--- config.mk ---
export PLATFORM = sky130hd
export DESIGN_NAME = bgra_pixel_format_packer_top_flat
export DESIGN_NICKNAME = d
export VERILOG_FILES = /design/src/bpfp_pkg.sv /design/src/bpfp_pixel_if.sv /design/src/bpfp_byte_if.sv /design/src/bgra_pixel_format_packer_top.sv /design/src/flat_wrapper.sv
export SDC_FILE = /design/constraint.sdc
export NUM_CORES = 1
export LEC_CHECK = 0
export BUFFER_PORTS_ARGS = -buffer_cell sky130_fd_sc_hd__buf_4
export CORE_UTILIZATION = 60
export CTS_BUF_LIST = sky130_fd_sc_hd__clkbuf_4 sky130_fd_sc_hd__clkbuf_8
export CTS_CLUSTER_DIAMETER = 120
export DETAILED_ROUTE_END_ITERATION = 8
export PLACE_DENSITY = 0.9
export SETUP_SLACK_MARGIN = 0.15
export SYNTH_ARGS = -nofsm -noshare
export SYNTH_HDL_FRONTEND = slang
export SYNTH_SLANG_ARGS = --single-unit
--- constraint.sdc ---
create_clock -name clk -period 8.3 [get_ports clk]
set_input_delay 1.66 -clock clk [delete_from_list [all_inputs] [get_ports clk]]
set_output_delay 1.66 -clock clk [all_outputs]
set_load 0.01 [all_outputs]
--- src/bpfp_pkg.sv ---
// Shared constants for the BGRA pixel format packer.
`timescale 1ns / 1ps

package bpfp_pkg;

	// Configuration port geometry: two 32-bit registers at byte addresses 0 and 4.
	localparam int ADDR_W = 3;
	localparam int DATA_W = 32;

	// Register indexes, decoded from paddr[2].
	localparam logic REG_PIXEL_FORMAT  = 1'b0;
	localparam logic REG_BITMAP_LAYOUT = 1'b1;

	// Pixel format codes. The unused code is treated as color.
	localparam logic [1:0] FMT_BILEVEL = 2'd0;
	localparam logic [1:0] FMT_GRAY    = 2'd1;
	localparam logic [1:0] FMT_COLOR   = 2'd2;

	localparam logic [1:0] PIXEL_FORMAT_RESET  = FMT_COLOR;
	localparam logic       BITMAP_LAYOUT_RESET = 1'b0;

	// Luminance weights; the weighted sum never exceeds 255 * 1000.
	localparam int SUM_W = 18;
	localparam logic [9:0] W_RED   = 10'd299;
	localparam logic [9:0] W_GREEN = 10'd587;
	localparam logic [9:0] W_BLUE  = 10'd114;

	// Division by 1000 is a shift by 3 followed by a reciprocal multiply for 125.
	// The rounded-up reciprocal is exact for every sum up to 255000.
	localparam int PRE_SHIFT   = 3;
	localparam int QUOT_IN_W   = SUM_W - PRE_SHIFT;
	localparam int RECIP_W     = 16;
	localparam int PROD_W      = QUOT_IN_W + RECIP_W;
	localparam int RECIP_SHIFT = 22;
	localparam logic [RECIP_W-1:0] RECIP_125 = 16'd33555;

	localparam logic [7:0] BILEVEL_THRESHOLD = 8'd128;
	localparam logic [7:0] BILEVEL_MSB       = 8'h80;

endpackage

--- src/bpfp_pixel_if.sv ---
// Pixel input channel: one BGR pixel with its row-end flag per transaction.
`timescale 1ns / 1ps

interface bpfp_pixel_if;
	logic       valid;
	logic       ready;
	logic [7:0] blue;
	logic [7:0] green;
	logic [7:0] red;
	logic       row_end;

	modport source (output valid, output blue, output green, output red, output row_end,
		input ready);
	modport sink (input valid, input blue, input green, input red, input row_end,
		output ready);
endinterface

--- src/bpfp_byte_if.sv ---
// Byte output channel: one packed output byte with its markers per transaction.
`timescale 1ns / 1ps

interface bpfp_byte_if;
	logic       valid;
	logic       ready;
	logic [7:0] out_byte;
	logic       row_done;
	logic       last;

	modport source (output valid, output out_byte, output row_done, output last,
		input ready);
	modport sink (input valid, input out_byte, input row_done, input last,
		output ready);
endinterface

--- src/bgra_pixel_format_packer_top.sv ---
// Top level of the BGRA pixel format packer.
`timescale 1ns / 1ps

// Usage:
// Pixels enter on pix_in, one transaction per pixel, with row_end set on the
// last pixel of each row. Packed bytes leave on byte_out, one per transaction;
// last marks the final byte caused by a pixel and row_done the final byte of a
// row, padding included. A bilevel pixel that does not complete a byte yields
// no byte at all.
// The pixel passes an input register, a weighted-sum register and a luminance
// register, then enters the byte sequencer, which puts each byte into the output
// register. The sequencer sends one byte per cycle while byte_out accepts them;
// a pixel yields one byte in gray mode, at most one in bilevel mode and three in
// color mode, plus its pad bytes at a row end in bitmap layout (up to six in all).
// The three front stages keep accepting pixels while a byte waits in the
// output register. When byte_out stalls, the output register holds its
// transaction and the stages fill up before pix_in.ready falls.
// Reset clears all stages, the bit packer and the row phase, and sets the
// format to color with raster layout. The user must write registers over the
// APB port only while no pixel is in flight; the block does not enforce this.

module bgra_pixel_format_packer_top (
	input  logic                          clk,
	input  logic                          arst_n,
	bpfp_pixel_if.sink                    pix_in,
	bpfp_byte_if.source                   byte_out,
	input  logic                          psel,
	input  logic                          penable,
	input  logic                          pwrite,
	input  logic [bpfp_pkg::ADDR_W-1:0]   paddr,
	input  logic [bpfp_pkg::DATA_W-1:0]   pwdata,
	output logic [bpfp_pkg::DATA_W-1:0]   prdata,
	output logic                          pready
);
	import bpfp_pkg::*;

	// Configuration registers
	logic [1:0] pixel_format_q;
	logic       bitmap_layout_q;
	logic       cfg_wr;

	assign cfg_wr = psel & penable & pwrite;
	assign pready = 1'b1;

	always_ff @(posedge clk or negedge arst_n) begin
		if (!arst_n) begin
			pixel_format_q  <= PIXEL_FORMAT_RESET;
			bitmap_layout_q <= BITMAP_LAYOUT_RESET;
		end else if (cfg_wr) begin
			case (paddr[2])
				REG_PIXEL_FORMAT: begin
					pixel_format_q <= pwdata[1:0];
				end
				REG_BITMAP_LAYOUT: begin
					bitmap_layout_q <= pwdata[0];
				end
				default: begin
				end
			endcase
		end
	end

	always_comb begin
		prdata = '0;
		case (paddr[2])
			REG_PIXEL_FORMAT: begin
				prdata[1:0] = pixel_format_q;
			end
			REG_BITMAP_LAYOUT: begin
				prdata[0] = bitmap_layout_q;
			end
			default: begin
			end
		endcase
	end

	// Front pipeline: input register, weighted sum, luminance
	logic             valid_s1, valid_s2, valid_s3;
	logic             ready_s1, ready_s2, ready_s3;
	logic [7:0]       blue_s1, green_s1, red_s1;
	logic             row_end_s1;
	logic [7:0]       blue_s2, green_s2, red_s2;
	logic             row_end_s2;
	logic [SUM_W-1:0] sum_s2;
	logic [7:0]       blue_s3, green_s3, red_s3;
	logic             row_end_s3;
	logic [7:0]       lum_s3;
	logic [SUM_W-1:0] sum_next;
	logic [PROD_W-1:0] quot_prod;
	logic             load;

	assign ready_s3     = !valid_s3 || load;
	assign ready_s2     = !valid_s2 || ready_s3;
	assign ready_s1     = !valid_s1 || ready_s2;
	assign pix_in.ready = ready_s1;

	assign sum_next = SUM_W'(red_s1) * SUM_W'(W_RED) + SUM_W'(green_s1) * SUM_W'(W_GREEN)
		+ SUM_W'(blue_s1) * SUM_W'(W_BLUE);
	assign quot_prod = PROD_W'(sum_s2[SUM_W-1:PRE_SHIFT]) * PROD_W'(RECIP_125);

	always_ff @(posedge clk or negedge arst_n) begin
		if (!arst_n) begin
			valid_s1 <= 1'b0;
			valid_s2 <= 1'b0;
			valid_s3 <= 1'b0;
		end else begin
			if (ready_s1) begin
				valid_s1 <= pix_in.valid;
			end
			if (ready_s2) begin
				valid_s2 <= valid_s1;
			end
			if (ready_s3) begin
				valid_s3 <= valid_s2;
			end
		end
	end

	always_ff @(posedge clk) begin
		if (pix_in.valid && ready_s1) begin
			blue_s1    <= pix_in.blue;
			green_s1   <= pix_in.green;
			red_s1     <= pix_in.red;
			row_end_s1 <= pix_in.row_end;
		end
		if (valid_s1 && ready_s2) begin
			blue_s2    <= blue_s1;
			green_s2   <= green_s1;
			red_s2     <= red_s1;
			row_end_s2 <= row_end_s1;
			sum_s2     <= sum_next;
		end
		if (valid_s2 && ready_s3) begin
			blue_s3    <= blue_s2;
			green_s3   <= green_s2;
			red_s3     <= red_s2;
			row_end_s3 <= row_end_s2;
			lum_s3     <= quot_prod[RECIP_SHIFT +: 8];
		end
	end

	// Byte sequencer: the pixel's whole byte list is settled when it loads,
	// then the bytes go out one per cycle while the output register can take them.
	logic [7:0] bit_acc_q;
	logic [2:0] bit_pos_q;
	logic [1:0] phase_q;
	logic       busy_q;
	logic [2:0] idx_q;
	logic [2:0] cnt_q;
	logic [1:0] nd_q;
	logic [7:0] data_q [3];
	logic       row_end_q;

	logic       out_valid_q;
	logic [7:0] out_byte_q;
	logic       out_row_done_q;
	logic       out_last_q;

	logic       emit_fire;
	logic       emit_last;
	logic [7:0] emit_byte;

	logic [7:0] acc_or;
	logic [2:0] pos_inc;
	logic [7:0] d0, d1, d2;
	logic [1:0] nd;
	logic [1:0] phase_after;
	logic [1:0] pads;
	logic [2:0] n_total;
	logic [7:0] acc_nx;
	logic [2:0] pos_nx;
	logic [1:0] phase_nx;

	assign emit_fire = busy_q && (!out_valid_q || byte_out.ready);
	assign emit_last = (idx_q == cnt_q - 3'd1);
	assign load      = valid_s3 && (!busy_q || (emit_fire && emit_last));
	assign emit_byte = (idx_q < {1'b0, nd_q}) ? data_q[idx_q[1:0]] : 8'h00;

	always_comb begin
		acc_or  = bit_acc_q | ((lum_s3 >= BILEVEL_THRESHOLD) ? (BILEVEL_MSB >> bit_pos_q) : 8'h00);
		pos_inc = bit_pos_q + 3'd1;
		d0      = 8'h00;
		d1      = 8'h00;
		d2      = 8'h00;
		nd      = 2'd0;
		acc_nx  = bit_acc_q;
		pos_nx  = bit_pos_q;
		case (pixel_format_q)
			FMT_BILEVEL: begin
				if (pos_inc == 3'd0 || row_end_s3) begin
					nd     = 2'd1;
					d0     = acc_or;
					acc_nx = 8'h00;
					pos_nx = 3'd0;
				end else begin
					acc_nx = acc_or;
					pos_nx = pos_inc;
				end
			end
			FMT_GRAY: begin
				nd = 2'd1;
				d0 = lum_s3;
			end
			default: begin
				nd = 2'd3;
				if (bitmap_layout_q) begin
					d0 = blue_s3;
					d1 = green_s3;
					d2 = red_s3;
				end else begin
					d0 = red_s3;
					d1 = green_s3;
					d2 = blue_s3;
				end
			end
		endcase
		phase_after = phase_q + nd;
		// In bitmap layout, pad bytes bring the row length up to a multiple of four.
		pads     = (row_end_s3 && bitmap_layout_q) ? 2'd0 - phase_after : 2'd0;
		n_total  = {1'b0, nd} + {1'b0, pads};
		phase_nx = row_end_s3 ? 2'd0 : phase_after;
	end

	always_ff @(posedge clk or negedge arst_n) begin
		if (!arst_n) begin
			bit_acc_q      <= '0;
			bit_pos_q      <= '0;
			phase_q        <= '0;
			busy_q         <= 1'b0;
			idx_q          <= '0;
			cnt_q          <= '0;
			out_valid_q    <= 1'b0;
		end else begin
			if (load) begin
				bit_acc_q <= acc_nx;
				bit_pos_q <= pos_nx;
				phase_q   <= phase_nx;
				busy_q    <= (n_total != 3'd0);
				idx_q     <= 3'd0;
				cnt_q     <= n_total;
			end else if (emit_fire) begin
				idx_q <= idx_q + 3'd1;
				if (emit_last) begin
					busy_q <= 1'b0;
				end
			end
			if (emit_fire) begin
				out_valid_q <= 1'b1;
			end else if (byte_out.ready) begin
				out_valid_q <= 1'b0;
			end
		end
	end

	always_ff @(posedge clk) begin
		if (load) begin
			nd_q      <= nd;
			data_q[0] <= d0;
			data_q[1] <= d1;
			data_q[2] <= d2;
			row_end_q <= row_end_s3;
		end
		if (emit_fire) begin
			out_byte_q     <= emit_byte;
			out_row_done_q <= emit_last && row_end_q;
			out_last_q     <= emit_last;
		end
	end

	assign byte_out.valid    = out_valid_q;
	assign byte_out.out_byte = out_byte_q;
	assign byte_out.row_done = out_row_done_q;
	assign byte_out.last     = out_last_q;

`ifndef ASSERT_OFF
	a_idx_in_range: assert property (@(posedge clk) disable iff (!arst_n)
		busy_q |-> (idx_q < cnt_q))
		else $error("byte index ran past the byte count of the pixel");

	a_row_phase_cleared: assert property (@(posedge clk) disable iff (!arst_n)
		(load && row_end_s3) |=> (phase_q == 2'd0))
		else $error("row phase not cleared after a row end");

	a_bitmap_row_aligned: assert property (@(posedge clk) disable iff (!arst_n)
		(load && row_end_s3 && bitmap_layout_q) |-> (2'(phase_after + pads) == 2'd0))
		else $error("bitmap row does not end on a four-byte boundary");

	a_row_done_is_last: assert property (@(posedge clk) disable iff (!arst_n)
		(out_valid_q && out_row_done_q) |-> out_last_q)
		else $error("row_done set on a byte that is not the last of its pixel");

	a_row_end_emits: assert property (@(posedge clk) disable iff (!arst_n)
		(load && row_end_s3) |=> busy_q)
		else $error("a row-end pixel produced no bytes");
`endif

endmodule
--- src/flat_wrapper.sv ---
// flat-port wrapper written by rule: the top's interface ports become plain ports
module bgra_pixel_format_packer_top_flat import bpfp_pkg::*;
  (clk, arst_n, psel, penable, pwrite, paddr, pwdata, prdata, pready, pix_in_valid, pix_in_blue, pix_in_green, pix_in_red, pix_in_row_end, pix_in_ready, byte_out_valid, byte_out_out_byte, byte_out_row_done, byte_out_last, byte_out_ready);
  bpfp_pixel_if pix_in_i ();
  bpfp_byte_if byte_out_i ();
  input  logic clk;
  input  logic arst_n;
  input  logic psel;
  input  logic penable;
  input  logic pwrite;
  input  logic [bpfp_pkg::ADDR_W-1:0] paddr;
  input  logic [bpfp_pkg::DATA_W-1:0] pwdata;
  output logic [bpfp_pkg::DATA_W-1:0] prdata;
  output logic pready;
  input wire logic [$bits(pix_in_i.valid)-1:0] pix_in_valid;
  input wire logic [$bits(pix_in_i.blue)-1:0] pix_in_blue;
  input wire logic [$bits(pix_in_i.green)-1:0] pix_in_green;
  input wire logic [$bits(pix_in_i.red)-1:0] pix_in_red;
  input wire logic [$bits(pix_in_i.row_end)-1:0] pix_in_row_end;
  output wire logic [$bits(pix_in_i.ready)-1:0] pix_in_ready;
  output wire logic [$bits(byte_out_i.valid)-1:0] byte_out_valid;
  output wire logic [$bits(byte_out_i.out_byte)-1:0] byte_out_out_byte;
  output wire logic [$bits(byte_out_i.row_done)-1:0] byte_out_row_done;
  output wire logic [$bits(byte_out_i.last)-1:0] byte_out_last;
  input wire logic [$bits(byte_out_i.ready)-1:0] byte_out_ready;
  assign pix_in_i.valid = pix_in_valid;
  assign pix_in_i.blue = pix_in_blue;
  assign pix_in_i.green = pix_in_green;
  assign pix_in_i.red = pix_in_red;
  assign pix_in_i.row_end = pix_in_row_end;
  assign pix_in_ready = pix_in_i.ready;
  assign byte_out_valid = byte_out_i.valid;
  assign byte_out_out_byte = byte_out_i.out_byte;
  assign byte_out_row_done = byte_out_i.row_done;
  assign byte_out_last = byte_out_i.last;
  assign byte_out_i.ready = byte_out_ready;
  bgra_pixel_format_packer_top u_core (.clk(clk), .arst_n(arst_n), .pix_in(pix_in_i), .byte_out(byte_out_i), .psel(psel), .penable(penable), .pwrite(pwrite), .paddr(paddr), .pwdata(pwdata), .prdata(prdata), .pready(pready));
endmodule
# Yosys cells after proc, flatten, opt, wreduce, memory -nomap -nowiden
# Memories as Yosys holds them, arrays and structs flattened. A register that Yosys moved wholly into a read port is not among the register bits.
# Index checks and enable logic that the tools add are counted.
[totals] inputBits=67 ramBits=24 wordCells=107 output_inout_bits=45 mem_count=1 regBits=133
[op_classes] eq_ne=2 mul=4 add_sub_neg=8 n_shift=1 bitwise_logic=4 reduce_logical=31 mux=24 order_cmp=2
[memory_table] name="u_core.data_q" words=3 word_bits=8 read_ports=1 rd_clocked_by_memory_dff=1 write_ports=3 line="bgra_pixel_format_packer_top.sv:151" rtl="logic [7:0] data_q [3];"
[ops] op="2-to-1 mux 8 bit" count=7
[ops] op="multiplier 15 x 16 -> 30 bit, second input constant" count=1
[ops] op="adder 17 x 18 -> 18 bit" count=1
[ops] op="adder 18 x 15 -> 18 bit" count=1
[ops] op="multiplier 8 x 10 -> 18 bit, second input constant" count=1
[ops] op="multiplier 8 x 9 -> 17 bit, second input constant" count=1
[ops] op="one-hot mux 8 bit (2 select lines)" count=1
[ops] op="multiplier 8 x 6 -> 14 bit, second input constant" count=1
[ops] op="2-to-1 mux 1 bit" count=9
[ops] op="2-to-1 mux 3 bit" count=3
[ops] op=">= comparator 8 bit, second input constant" count=1
[ops] op="logical AND 1 bit" count=8
[ops] op="bitwise OR 8 bit" count=1
[ops] op="AND reduction 2 bit" count=4
[ops] op="right shift 8 x 3 -> 8 bit, first input constant" count=1
[ops] op="adder 3 x 1 -> 3 bit, second input constant" count=2
[ops] op="zero test 1 bit" count=6
[ops] op="logical OR 1 bit" count=6
[ops] op="nonzero test 2 bit" count=3
[ops] op="2-to-1 mux 2 bit" count=2
[ops] op="one-hot mux 2 bit (2 select lines)" count=1
[ops] op="adder 2 x 2 -> 3 bit" count=1
[ops] op="== test 3 bit" count=1
[ops] op="zero test 3 bit" count=1
[ops] op="other kinds (11)" count=12

# Logic depth before layout (Yosys ltp)
# Gate-level depths: netlist of the first run.
[depth] depth_word=11 depth_mapped=26

# Least setup slack after synthesis of the first run
# No wires, ideal clock.
[synth_path] kind="reg2reg" from="reg u_core.blue_s1[0]" to="reg u_core.sum_s2[14] (data pin)" synth_period_minus_slack_ps=6019 path_buffers=0 t_arrival_ps=5758 path_slack_ps=2281 path_stages_with_launch=22 setup_ps=261 cell_sequence="edfxtp_1 -> fa_1 -> inv_1 -> fa_1 -> inv_1 -> ha_1 -> ha_1 -> fa_1 -> xor2_1 -> ha_1 -> inv_1 -> fa_1 -> fa_1 -> fa_1 -> inv_1 -> ha_1 -> o21a_1 -> o21ai_0 -> nand2b_1 -> a41oi_1 -> nor3_1 -> a311o_1"
[synth_between] elab_chain_len=2
[synth_lines] element="start: declaration" line="bgra_pixel_format_packer_top.sv:80" rtl="logic [7:0] blue_s1, green_s1, red_s1;"
[synth_lines] element="start signal: assignment" line="bgra_pixel_format_packer_top.sv:121" rtl="blue_s1 <= pix_in.blue;"
[synth_lines] element="multiplier 8 x 6 -> 14 bit" line="bgra_pixel_format_packer_top.sv:98" rtl="+ SUM_W'(blue_s1) * SUM_W'(W_BLUE);"
[synth_lines] element="adder 18 x 15 -> 18 bit" line="bgra_pixel_format_packer_top.sv:98"
[synth_lines] element="via u_core.sum_next[14]" line="bgra_pixel_format_packer_top.sv:88" rtl="logic [SUM_W-1:0] sum_next;"
[synth_lines] element="end signal: assignment" line="bgra_pixel_format_packer_top.sv:131" rtl="sum_s2 <= sum_next;"
[synth_lines] element="end: declaration" line="bgra_pixel_format_packer_top.sv:84" rtl="logic [SUM_W-1:0] sum_s2;"
# The timed path passes the listed nets, and every way through them passes these cells.
# A chain may end at the register's enable or synchronous reset.

# Final worst setup path of the first run
# Same ends and word-level chain as after synthesis.

==> run_results.csv, run 1 <==
group,metric,value,unit
clock_tree,cts_buffer_depth,2,
drt,routedWlPerCell,19.1,um
clock_tree,ctsHoldBuffers,0,
worst_setup_path,startpoint_type,"register",
placement,gp_congestion,0.891,
logic_synthesis,synth.most_common_cell,"inv_1",
worst_setup_path,reg2regPathDepth,21,
worst_setup_path,worstPathRequired,8520,ps
drt,first_iter_violations,557,
die,std_cell_rows,54,
clock_tree,cts.sinks,162,
worst_setup_path,crit_end,"u_core.sum_s2[14]$_DFFE_PP_",
timing,tightest_slew,1220,ps
drt,drc,0,
timing,whs,414,ps
logic_synthesis,yosysTopAreaCell,"edfxtp_1",
logic_synthesis,synth.area.top_cells,"edfxtp_1 (30%), ha_1 (21%), fa_1 (16%)",
drt,antenna_left,0,
logic_synthesis,yosysWarnings,0,
layout,syn_to_final_growth,7.67,%
timing,period_needed,6660,ps
layout,drive_above_1_share,8.52,%
logic_synthesis,ys_seq_elements,162,
layout,nets,1605,
worst_hold_path,hold_start,"u_core.red_s2[3]$_DFFE_PP_",
clock_tree,numCtsBuffers,17,
global_routing,antenna_found_initial,0,
global_routing,grt_pass1_wl,45.6,mm
drt,wirelength,28.7,mm
timing,hold_violations,0,
timing,grt_setup_unrepaired,"no",
worst_setup_path,r2r_slack,1640,ps
drt,vias,8600,
clock_tree,insertion_delay,470,ps
die,floorplan.initialDensity,61.2,%
timing,slew_violations,0,
clock_tree,ctsResizeCount,0,
worst_setup_path,path_cells,"fa_1 > inv_1 > fa_1 > inv_1 > ha_1 > ha_1 > fa_1 > xor2_1 > ha_1 > inv_1 > fa_1 > fa_1 > fa_1 > inv_1 > ha_1 > o21a_1 > o21ai_0 > nand2b_1 > a41oi_1 > nor3_1 > a311o_1",
global_routing,grt_max_degree,41,
run_status,run_status,"finished clean",
logic_synthesis,synth-edff-count,135,
worst_setup_path,critPathMaxStageDelay,590,ps
timing,setup_viol,0,
placement,dp_hpwl,21.4,mm
worst_setup_path,regToRegStartpoint,"u_core.blue_s1[0]$_DFFE_PP_",
die,core,21800,um^2
logic_synthesis,syn_inst,1157,
die,io_pins,112,
worst_setup_path,crit_path_end_kind,"register",
layout,postLayoutCoreUtil,65.9,%
logic_synthesis,synth_commonest_cells,"inv_1 (245), ha_1 (223), edfxtp_1 (135)",
job,max-cap-violations,0,
worst_setup_path,setup.worst_path.start,"u_core.blue_s1[0]$_DFFE_PP_",
layout,diodes,0,
timing,fin_worst_skew,11.4,ps
logic_synthesis,synth_cell_type_count,71,
logic_synthesis,yosys.area.top_type_share,30.5,%
worst_setup_path,cpMostUsedCell,"fa_1",
worst_setup_path,arrival,6880,ps
die,die_area,22800,um^2
global_routing,grt_pass1_vias,9227,
clock_tree,cts_tree,"built",
timing,max_freq,150,MHz
timing,fin_crit_sh,80.2,%
worst_setup_path,critPathKind,"register to register",
worst_hold_path,hold_class,"register to register",
die,die_x,151,um
drt,via_per_inst,5.73,
logic_synthesis,avgSynthCellArea,11.5,um^2
timing,fin_setup_tns,0,ps
global_routing,gr-usage-all-layers,26.6,%
logic_synthesis,seq_area_frac_synth,35.6,%
drt,drt-pass1-iter-count,5,
worst_setup_path,r2r-end,"u_core.sum_s2[14]$_DFFE_PP_",
clock_tree,clk_pin_slew_worst_paths,100,ps
global_routing,grt-ovfl-total,0,
layout,fill_cells,1441,
logic_synthesis,async_reset_ff_share,16.7,%
timing,relSlewSlack,18.9,%
clock_tree,post_cts_buffers,0,
die,die_y,151,um
clock_tree,cts_root_buf,"clkbuf_8",
clock_tree,cts_max_level,4,
logic_synthesis,synth_area,13300,um^2
logic_synthesis,synth_flop_cell,"edfxtp_1",
placement,port_buffers,48,
worst_setup_path,crit_slowest_cell,"fa_1",
worst_setup_path,critical_path.max_fanout,5,
worst max-delay path: cells and delay by family, from the launching register on:
kind,cells,cell delay (ps)
compound gates,4,980
xor+xnor,1,180
fa+ha+maj,10,4260
buf+inv,4,250
flops,1,540
simple gates,2,200
logic make-up after synthesis:
| group | share of synthesized area, % |
|---|---|
| buf+inv | 9.21 |
| mux | 2.14 |
| xor+xnor | 2.48 |
| compound gates | 7.30 |
| flops | 35.6 |
| fa+ha+maj | 37.1 |
| other cells | 0.0564 |
| simple gates | 6.19 |
area by class of cell:
class	count	area (um^2)	area share [%]
multi-input cells	730	7470	52.1
repair buffers	51	383	2.67
clock buffers	17	234	1.63
well taps	280	350	2.45
inverters	246	923	6.44
flip-flops and latches	162	4730	33.0
clock inverters	15	240	1.68
through the flow:
step / cells / area, um^2 / worst slack [ps]
floorplan: 1186 / 13400 / 2280
global placement: 1469 / 13900 / 1940
detailed placement: 1469 / 13900 / 1800
CTS: 1501 / 14300 / 1650
global route: 1501 / 14300 / 1470
finish: 1501 / 14300 / 1640
registers in the layout, indices dropped and copies added, names as in the netlist, 2 cells and up:
signal	cells
u_core.red_s1	8
u_core.cnt_q	3
u_core.blue_s2	8
u_core.blue_s1	8
u_core.lum_s3	8
u_core.red_s3	8
u_core.blue_s3	8
u_core.bit_acc_q	8
u_core.nd_q	2
u_core.red_s2	8
u_core.idx_q	3
u_core.green_s3	8
u_core.bit_pos_q	3
u_core.green_s2	8
u_core.pixel_format_q	2
u_core.data_q	24
u_core.byte_out.out_byte	8
u_core.green_s1	8
u_core.phase_q	2
u_core.sum_s2	15
routing by layer:
layer	GRT usage (%)	routed length (um)
met2	48.3	15200
met4	15.4	1450
met1	29.4	10500
met3	4.34	1580
met5	0	0
worst min-delay path by stage:
stage | end | cells after the start | slack, ps
detailed placement | u_core.blue_s3[7]$_DFFE_PP_ | 0 | 400
global route | u_core.red_s3[3]$_DFFE_PP_ | 0 | 420
CTS | u_core.red_s3[3]$_DFFE_PP_ | 0 | 420
global placement | u_core.red_s3[0]$_DFFE_PP_ | 0 | 400
finish | u_core.red_s3[3]$_DFFE_PP_ | 0 | 410
floorplan | u_core.blue_s3[0]$_DFFE_PP_ | 0 | 400
cells in the final DEF (no fill, tap or decap), types with 12 or more instances in the layout:
| cell | n |
|---|---|
| nand3_1 | 15 |
| xor2_1 | 12 |
| a21oi_1 | 49 |
| a21o_1 | 19 |
| mux2i_1 | 24 |
| xnor2_1 | 23 |
| buf_4 | 51 |
| fa_1 | 107 |
| conb_1 | 31 |
| clkbuf_8 | 17 |
| dfrtp_1 | 26 |
| edfxtp_1 | 135 |
| nor2_1 | 43 |
| nand2_1 | 41 |
| o21ai_0 | 18 |
| inv_1 | 245 |
| and2_1 | 12 |
| ha_1 | 223 |
Power of run 1 is left out: the tool's default activity adds up to more than one toggle a clock period on the data nets, which glitch-free logic cannot reach.
==> inputs of run 2 (changes only) <==
ABC_AREA = 1   (was not set)
CORE_UTILIZATION = 57   (was 60)
PLACE_DENSITY = 0.89   (was 0.9)
clock period = 5.35 ns   (was 8.3 ns; I/O delays follow)
==> run 2 against run 1 <==
  * The run now ends with setup timing left
  * Via count grew 23%
  * Sequential cell count is the same
  * Global-route usage grew 0.58 points
  * Worst setup slack lost 2300 ps
  * First-iteration DRC count grew 70%
  * Cell count grew 28%
  * Count of clock-buffer cells in the layout grew 2
  * Critical endpoint is now u_core.sum_s2[12]$_DFFE_PP_
==> run_results.csv, run 2 <==
group,metric,value,unit
global_routing,grt_pass1_wl,54.0,mm
drt,first_iter_violations,947,
run_status,run_status,"finished with violations",
logic_synthesis,synth.area.top_cells,"edfxtp_1 (29%), ha_1 (20%), fa_1 (15%)",
clock_tree,cts_tree,"built",
clock_tree,ctsHoldBuffers,0,
worst_hold_path,hold_class,"register to register",
layout,fill_cells,1666,
global_routing,grt_max_degree,41,
drt,drc,0,
layout,final_cell_mix,"inv_1 (355), nand2_1 (255), ha_1 (210)",
clock_tree,cts_buffer_depth,2,
layout,largest_reg_flops,24,
layout,multi_input_area,8220,um^2
placement,post-place-ws,-372,ps
drt,routedWlPerCell,18.2,um
timing,period_needed,5990,ps
logic_synthesis,synthAdderAreaFrac,34.9,%
clock_tree,clk_pin_slew_worst_paths,90,ps
timing,relSlewSlack,16.3,%
timing,grt_setup_unrepaired,"yes",
logic_synthesis,ys_seq_elements,162,
clock_tree,cts_max_level,4,
clock_tree,numCtsBuffers,17,
logic_synthesis,yosysWarnings,0,
die,floorplan.initialDensity,58.1,%
timing,timing.final.ws_setup,-642,ps
drt,via_per_inst,5.54,
timing,fin_setup_tns,-4820,ps
layout,final-seq-area,4730,um^2
logic_synthesis,synth-xor-area-share,1.36,%
logic_synthesis,seq_area_frac_synth,33.5,%
logic_synthesis,synth_area,14100,um^2
logic_synthesis,synthSimpleGateAreaFrac,13.4,%
timing,whs,418,ps
worst_setup_path,critical_path.max_fanout,4,
global_routing,grt_pass1_vias,11300,
timing,max_freq,167,MHz
logic_synthesis,async_reset_ff_share,16.7,%
placement,port_buffers,48,
die,die_x,159,um
worst_setup_path,crit_path_end_kind,"register",
placement,dp_hpwl,24.5,mm
logic_synthesis,synth.most_common_cell,"inv_1",
layout,reg.largest.list,"u_core.data_q (24), u_core.sum_s2 (15)",
job,max-cap-violations,0,
worst_hold_path,hold_path_depth,0,
layout,diodes,0,
logic_synthesis,synth-edff-count,135,
logic_synthesis,synth_flop_cell,"edfxtp_1",
layout,nets,1974,
logic_synthesis,yosysTopAreaCell,"edfxtp_1",
timing,fin_worst_skew,20.0,ps
timing,hold_violations,0,
die,core,24300,um^2
drt,antenna_left,0,
die,io_pins,112,
logic_synthesis,avgSynthCellArea,9.44,um^2
timing,fin_crit_sh,112,%
logic_synthesis,synth-compound-area-share,4.86,%
run_status,violations,"setup timing",
global_routing,antenna_found_initial,0,
clock_tree,cts.sinks,162,
drt,drt-pass1-iter-count,5,
layout,layout_commonest_cell,"inv_1",
clock_tree,insertion_delay,470,ps
logic_synthesis,synth_commonest_cells,"inv_1 (363), nand2_1 (267), ha_1 (223)",
drt,vias,10600,
timing,tightest_slew,1250,ps
logic_synthesis,synth_top_family_by_area,"adder cells",
clock_tree,cts_root_buf,"clkbuf_8",
worst_setup_path,critPathKind,"register to register",
logic_synthesis,synth_cell_type_count,43,
layout,postLayoutCoreUtil,64.7,%
worst_setup_path,reg2regPathDepth,22,
die,die_y,159,um
logic_synthesis,yosys.area.top_type_share,28.7,%
logic_synthesis,syn_inst,1497,
die,die_area,25400,um^2
global_routing,grt-ovfl-total,0,
worst_setup_path,startpoint_type,"register",
logic_synthesis,synthMuxAreaShare,0,%
worst_setup_path,arrival,6210,ps
timing,setup_viol,10,
layout,largest_register,"u_core.data_q",
drt,wirelength,34.9,mm
placement,gp_congestion,0.918,
layout,syn_to_final_growth,11.3,%
die,std_cell_rows,57,
worst_setup_path,worstPathRequired,5570,ps
global_routing,gr-usage-all-layers,27.2,%
timing,slew_violations,0,
layout,drive_above_1_share,12.8,%
==> run 2: cell types whose count changed after synthesis, sizes merged, moves of 10 or more <==
cell / delta
a21o: -17
a221oi: -10
and2: -11
inv: +119
mux2i: -24
nand2: +232
nand2b: -10
nand3: +34
nand4: +14
nor2: +50
o21ai: +22
xnor2: -17
==> run 2: metrics by stage <==
stage,std cells,area [um^2]
finish,1914,15700
global route,1914,15700
CTS,1911,15500
detailed placement,1875,14900
global placement,1875,14900
floorplan,1526,14300
==> run 2: final timing paths <==
kind | start | end | slack (ps)
setup / recovery | u_core.blue_s1[2]$_DFFE_PP_ | u_core.sum_s2[12]$_DFFE_PP_ | -640
hold / removal | u_core.blue_s2[0]$_DFFE_PP_ | u_core.blue_s3[0]$_DFFE_PP_ | 420
setup reg to reg | u_core.blue_s1[2]$_DFFE_PP_ | u_core.sum_s2[12]$_DFFE_PP_ | -640
hold reg to reg | u_core.blue_s2[0]$_DFFE_PP_ | u_core.blue_s3[0]$_DFFE_PP_ | 420
max in group asynchronous | arst_n | u_core.pixel_format_q[1]$_DFFE_PN1P_ | 4530
min in group asynchronous | arst_n | u_core.bit_pos_q[1]$_DFFE_PN0P_ | 510
==> run 2: cell families (layout without fill, tap and decap cells) <==
kind of cell             after synthesis  in the layout
AO/OA/AOI/OAI                        115            115
XOR/XNOR                              22             22
adder cells (fa/ha/maj)              330            330
buffers and inverters                413            477
flip-flops                           162            162
other                                  2             31
AND/OR/NAND/NOR                      453            453
==> run 2: cell type report <==
type | count | share of cell area [%]
flip-flops and latches | 162 | 30.1
well taps | 324 | 2.58
multi-input cells | 951 | 52.3
repair buffers | 79 | 3.80
inverters | 366 | 8.74
clock buffers | 19 | 1.58
clock inverters | 13 | 0.963
==> run 2: repair_timing <==
item | CTS | global route
setup buffers | 4 | 3
setup endpoints to repair | 10 | 11
pin swaps | 13 | 21
gates resized for setup | 40 | 33
==> run 2: critical path: stages, from the launching register on <==
cell      delay, ps
edfxtp_1        460
buf_4           170
inv_2           110
fa_1            470
fa_1            570
inv_1            70
ha_1            330
ha_4            300
a21oi_4         230
nand2_4         110
a21oi_2         150
xor2_1          230
inv_1           140
ha_1            300
inv_1            50
fa_1            480
fa_1            560
inv_1            70
ha_4            270
a21oi_2         190
o21ai_2         110
nand3b_1        200
xor2_1          190
==> run 2: routing by layer <==
layer	global-route usage, %	up-vias	wire, um	part of all wire, %
met5	0	-	0	0
met1	30.7	5018	12600	36
met4	16.5	0	2410	6.9
met2	48.3	546	17400	50
li1	-	4838	-	-
met3	4.53	193	2370	6.8
Power of run 2 is left out for the same reason.
==> inputs of run 3 (changes only) <==
BUFFER_PORTS_ARGS = not set   (was -buffer_cell sky130_fd_sc_hd__buf_4)
CORE_UTILIZATION = 60   (was 57)
DONT_BUFFER_PORTS = 1   (was not set)
==> run 3 against run 2 <==
  * The flow still finishes with violations (setup timing)
  * Clock skew decreased by 2.8 ps
  * Via count increased by 0.32%
  * Global-route usage increased by 1.6 points
  * Sequential cell count unchanged
  * Register-to-register slack improved by 20 ps
  * Critical path type unchanged
==> run_results.csv, run 3 (synthesized netlist as in run 2, its figures left out) <==
group,metric,value,unit
layout,final_cell_mix,"inv_1 (359), nand2_1 (257), ha_1 (210)",
timing,relSlewSlack,19.4,%
drt,vias,10600,
clock_tree,clk_pin_slew_worst_paths,90,ps
run_status,run_status,"finished with violations",
clock_tree,cts_root_buf,"clkbuf_8",
run_status,violations,"setup timing",
die,std_cell_rows,55,
placement,port_buffers,0,
clock_tree,numCtsBuffers,17,
drt,drc,0,
drt,first_iter_violations,1024,
layout,final_area,15400,um^2
worst_setup_path,reg2regPathDepth,25,
global_routing,grt-ovfl-total,0,
worst_setup_path,worstPathRequired,5590,ps
clock_tree,ctsHoldBuffers,0,
layout,drive_above_1_share,9.64,%
timing,period_needed,5970,ps
drt,via_per_inst,5.71,
timing,max_freq,167,MHz
timing,timing.final.ws_setup,-622,ps
timing,slew_violations,0,
job,max-cap-violations,0,
placement,place_area,14600,um^2
clock_tree,cts_max_level,4,
global_routing,grt_pass1_vias,10800,
global_routing,grt_pass1_wl,52.8,mm
layout,layout_commonest_cell,"inv_1",
worst_setup_path,regToRegStartpoint,"u_core.blue_s1[2]$_DFFE_PP_",
layout,nets,1929,
drt,routedWlPerCell,19.2,um
timing,fin_worst_skew,17.3,ps
clock_tree,cts_buffer_depth,2,
timing,tightest_slew,1210,ps
layout,syn_to_final_growth,8.78,%
die,die_y,155,um
timing,setup_viol,10,
worst_setup_path,arrival,6220,ps
die,die_area,24200,um^2
die,io_pins,112,
timing,fin_crit_sh,112,%
worst_setup_path,r2r_slack,-620,ps
layout,largest_register,"u_core.data_q",
layout,largest_reg_flops,24,
worst_setup_path,critPathKind,"register to register",
placement,gp_congestion,0.919,
global_routing,gr-usage-all-layers,28.8,%
die,core,22800,um^2
worst_setup_path,startpoint_type,"register",
clock_tree,insertion_delay,480,ps
worst_hold_path,hold_class,"input pin to async pin",
worst_setup_path,r2r-end,"u_core.sum_s2[17]$_DFFE_PP_",
worst_setup_path,critical_path.max_fanout,4,
clock_tree,cts.sinks,162,
timing,hold_violations,0,
drt,antenna_left,0,
die,floorplan.initialDensity,61.9,%
drt,wirelength,35.7,mm
clock_tree,cts_tree,"built",
drt,drt-pass1-iter-count,9,
placement,dp_hpwl,25.1,mm
timing,grt_setup_unrepaired,"yes",
global_routing,grt_max_degree,41,
global_routing,antenna_found_initial,2,
layout,reg.largest.list,"u_core.data_q (24), u_core.sum_s2 (15)",
worst_setup_path,crit_path_end_kind,"register",
die,die_x,155,um
[run 3: cell count changes in the layout (fill, tap and decap cells not counted), moves of 3 or more]
cell,delta
buf_4,-46
inv_1,+4
inv_2,-4
nand2_2,-3
nor2_1,+3
nor2_2,-4
[run 3: layer usage]
metal / GRT usage [%] / vias to the layer above / routed length [um]
li1: - / 4739 / -
met1: 31.9 / 4995 / 12600
met2: 51.2 / 646 / 18000
met3: 4.93 / 249 / 2360
met4: 18.3 / 0 / 2780
met5: 0 / - / 0
[run 3: cell type report]
class / instances / area (um^2)
Inverter: 366 / 1370
Sequential cell: 162 / 4730
Antenna cell: 2 / 5.00
Multi-Input combinational cell: 951 / 8210
Tap cell: 313 / 392
Clock inverter: 15 / 168
Clock buffer: 17 / 234
Timing Repair Buffer: 34 / 263
Fill cell: 1515 / 7470
[run 3: worst max-delay path, cell delays in order, from the launching register on]
cell,delay [ps]
edfxtp_1,510
buf_4,190
inv_2,80
fa_1,500
fa_1,560
inv_1,90
ha_4,260
ha_4,270
a21oi_4,140
nand2_2,100
buf_4,150
xor2_2,160
fa_1,580
inv_1,80
fa_1,430
fa_1,560
inv_1,100
ha_4,280
nand2_1,70
nand2_1,90
nand2_1,110
nand3_2,100
a21oi_2,160
nand2_1,70
nand2_1,50
nand2_1,50
[run 3: repair_timing]
action,CTS,global route
buffers inserted,3,2
cloned,0,0
resized for setup,30,36
setup endpoints to repair,10,11
pin swaps,16,28
[run 3: worst max path at each step]
stage,start,endpoint,slack [ps],cells past startpoint
after global placement,u_core.blue_s1[2]$_DFFE_PP_,u_core.sum_s2[15]$_DFFE_PP_,-220,26
after detailed placement,u_core.blue_s1[2]$_DFFE_PP_,u_core.sum_s2[17]$_DFFE_PP_,-520,26
after CTS,u_core.blue_s1[2]$_DFFE_PP_,u_core.sum_s2[13]$_DFFE_PP_,-290,22
after floorplan,u_core.blue_s1[2]$_DFFE_PP_,u_core.sum_s2[15]$_DFFE_PP_,-40,22
after global routing,u_core.blue_s1[2]$_DFFE_PP_,u_core.sum_s2[17]$_DFFE_PP_,-740,25
final,u_core.blue_s1[2]$_DFFE_PP_,u_core.sum_s2[17]$_DFFE_PP_,-620,25
[run 3: per-stage QoR]
stage / hold slack (ps) / utilization [%] / setup WS [ps] / instances / setup TNS [ps]
finish: 273 / 67.3 / -622 / 1860 / -5080
floorplan: 400 / - / -41.7 / 1526 / -41.7
detailed placement: 405 / 63.8 / -519 / 1821 / -3620
global route: 236 / 67.3 / -743 / 1860 / -5610
CTS: 255 / 66.4 / -286 / 1856 / -2290
global placement: 402 / 63.8 / -219 / 1821 / -1110
Power of run 3 is left out for the same reason.
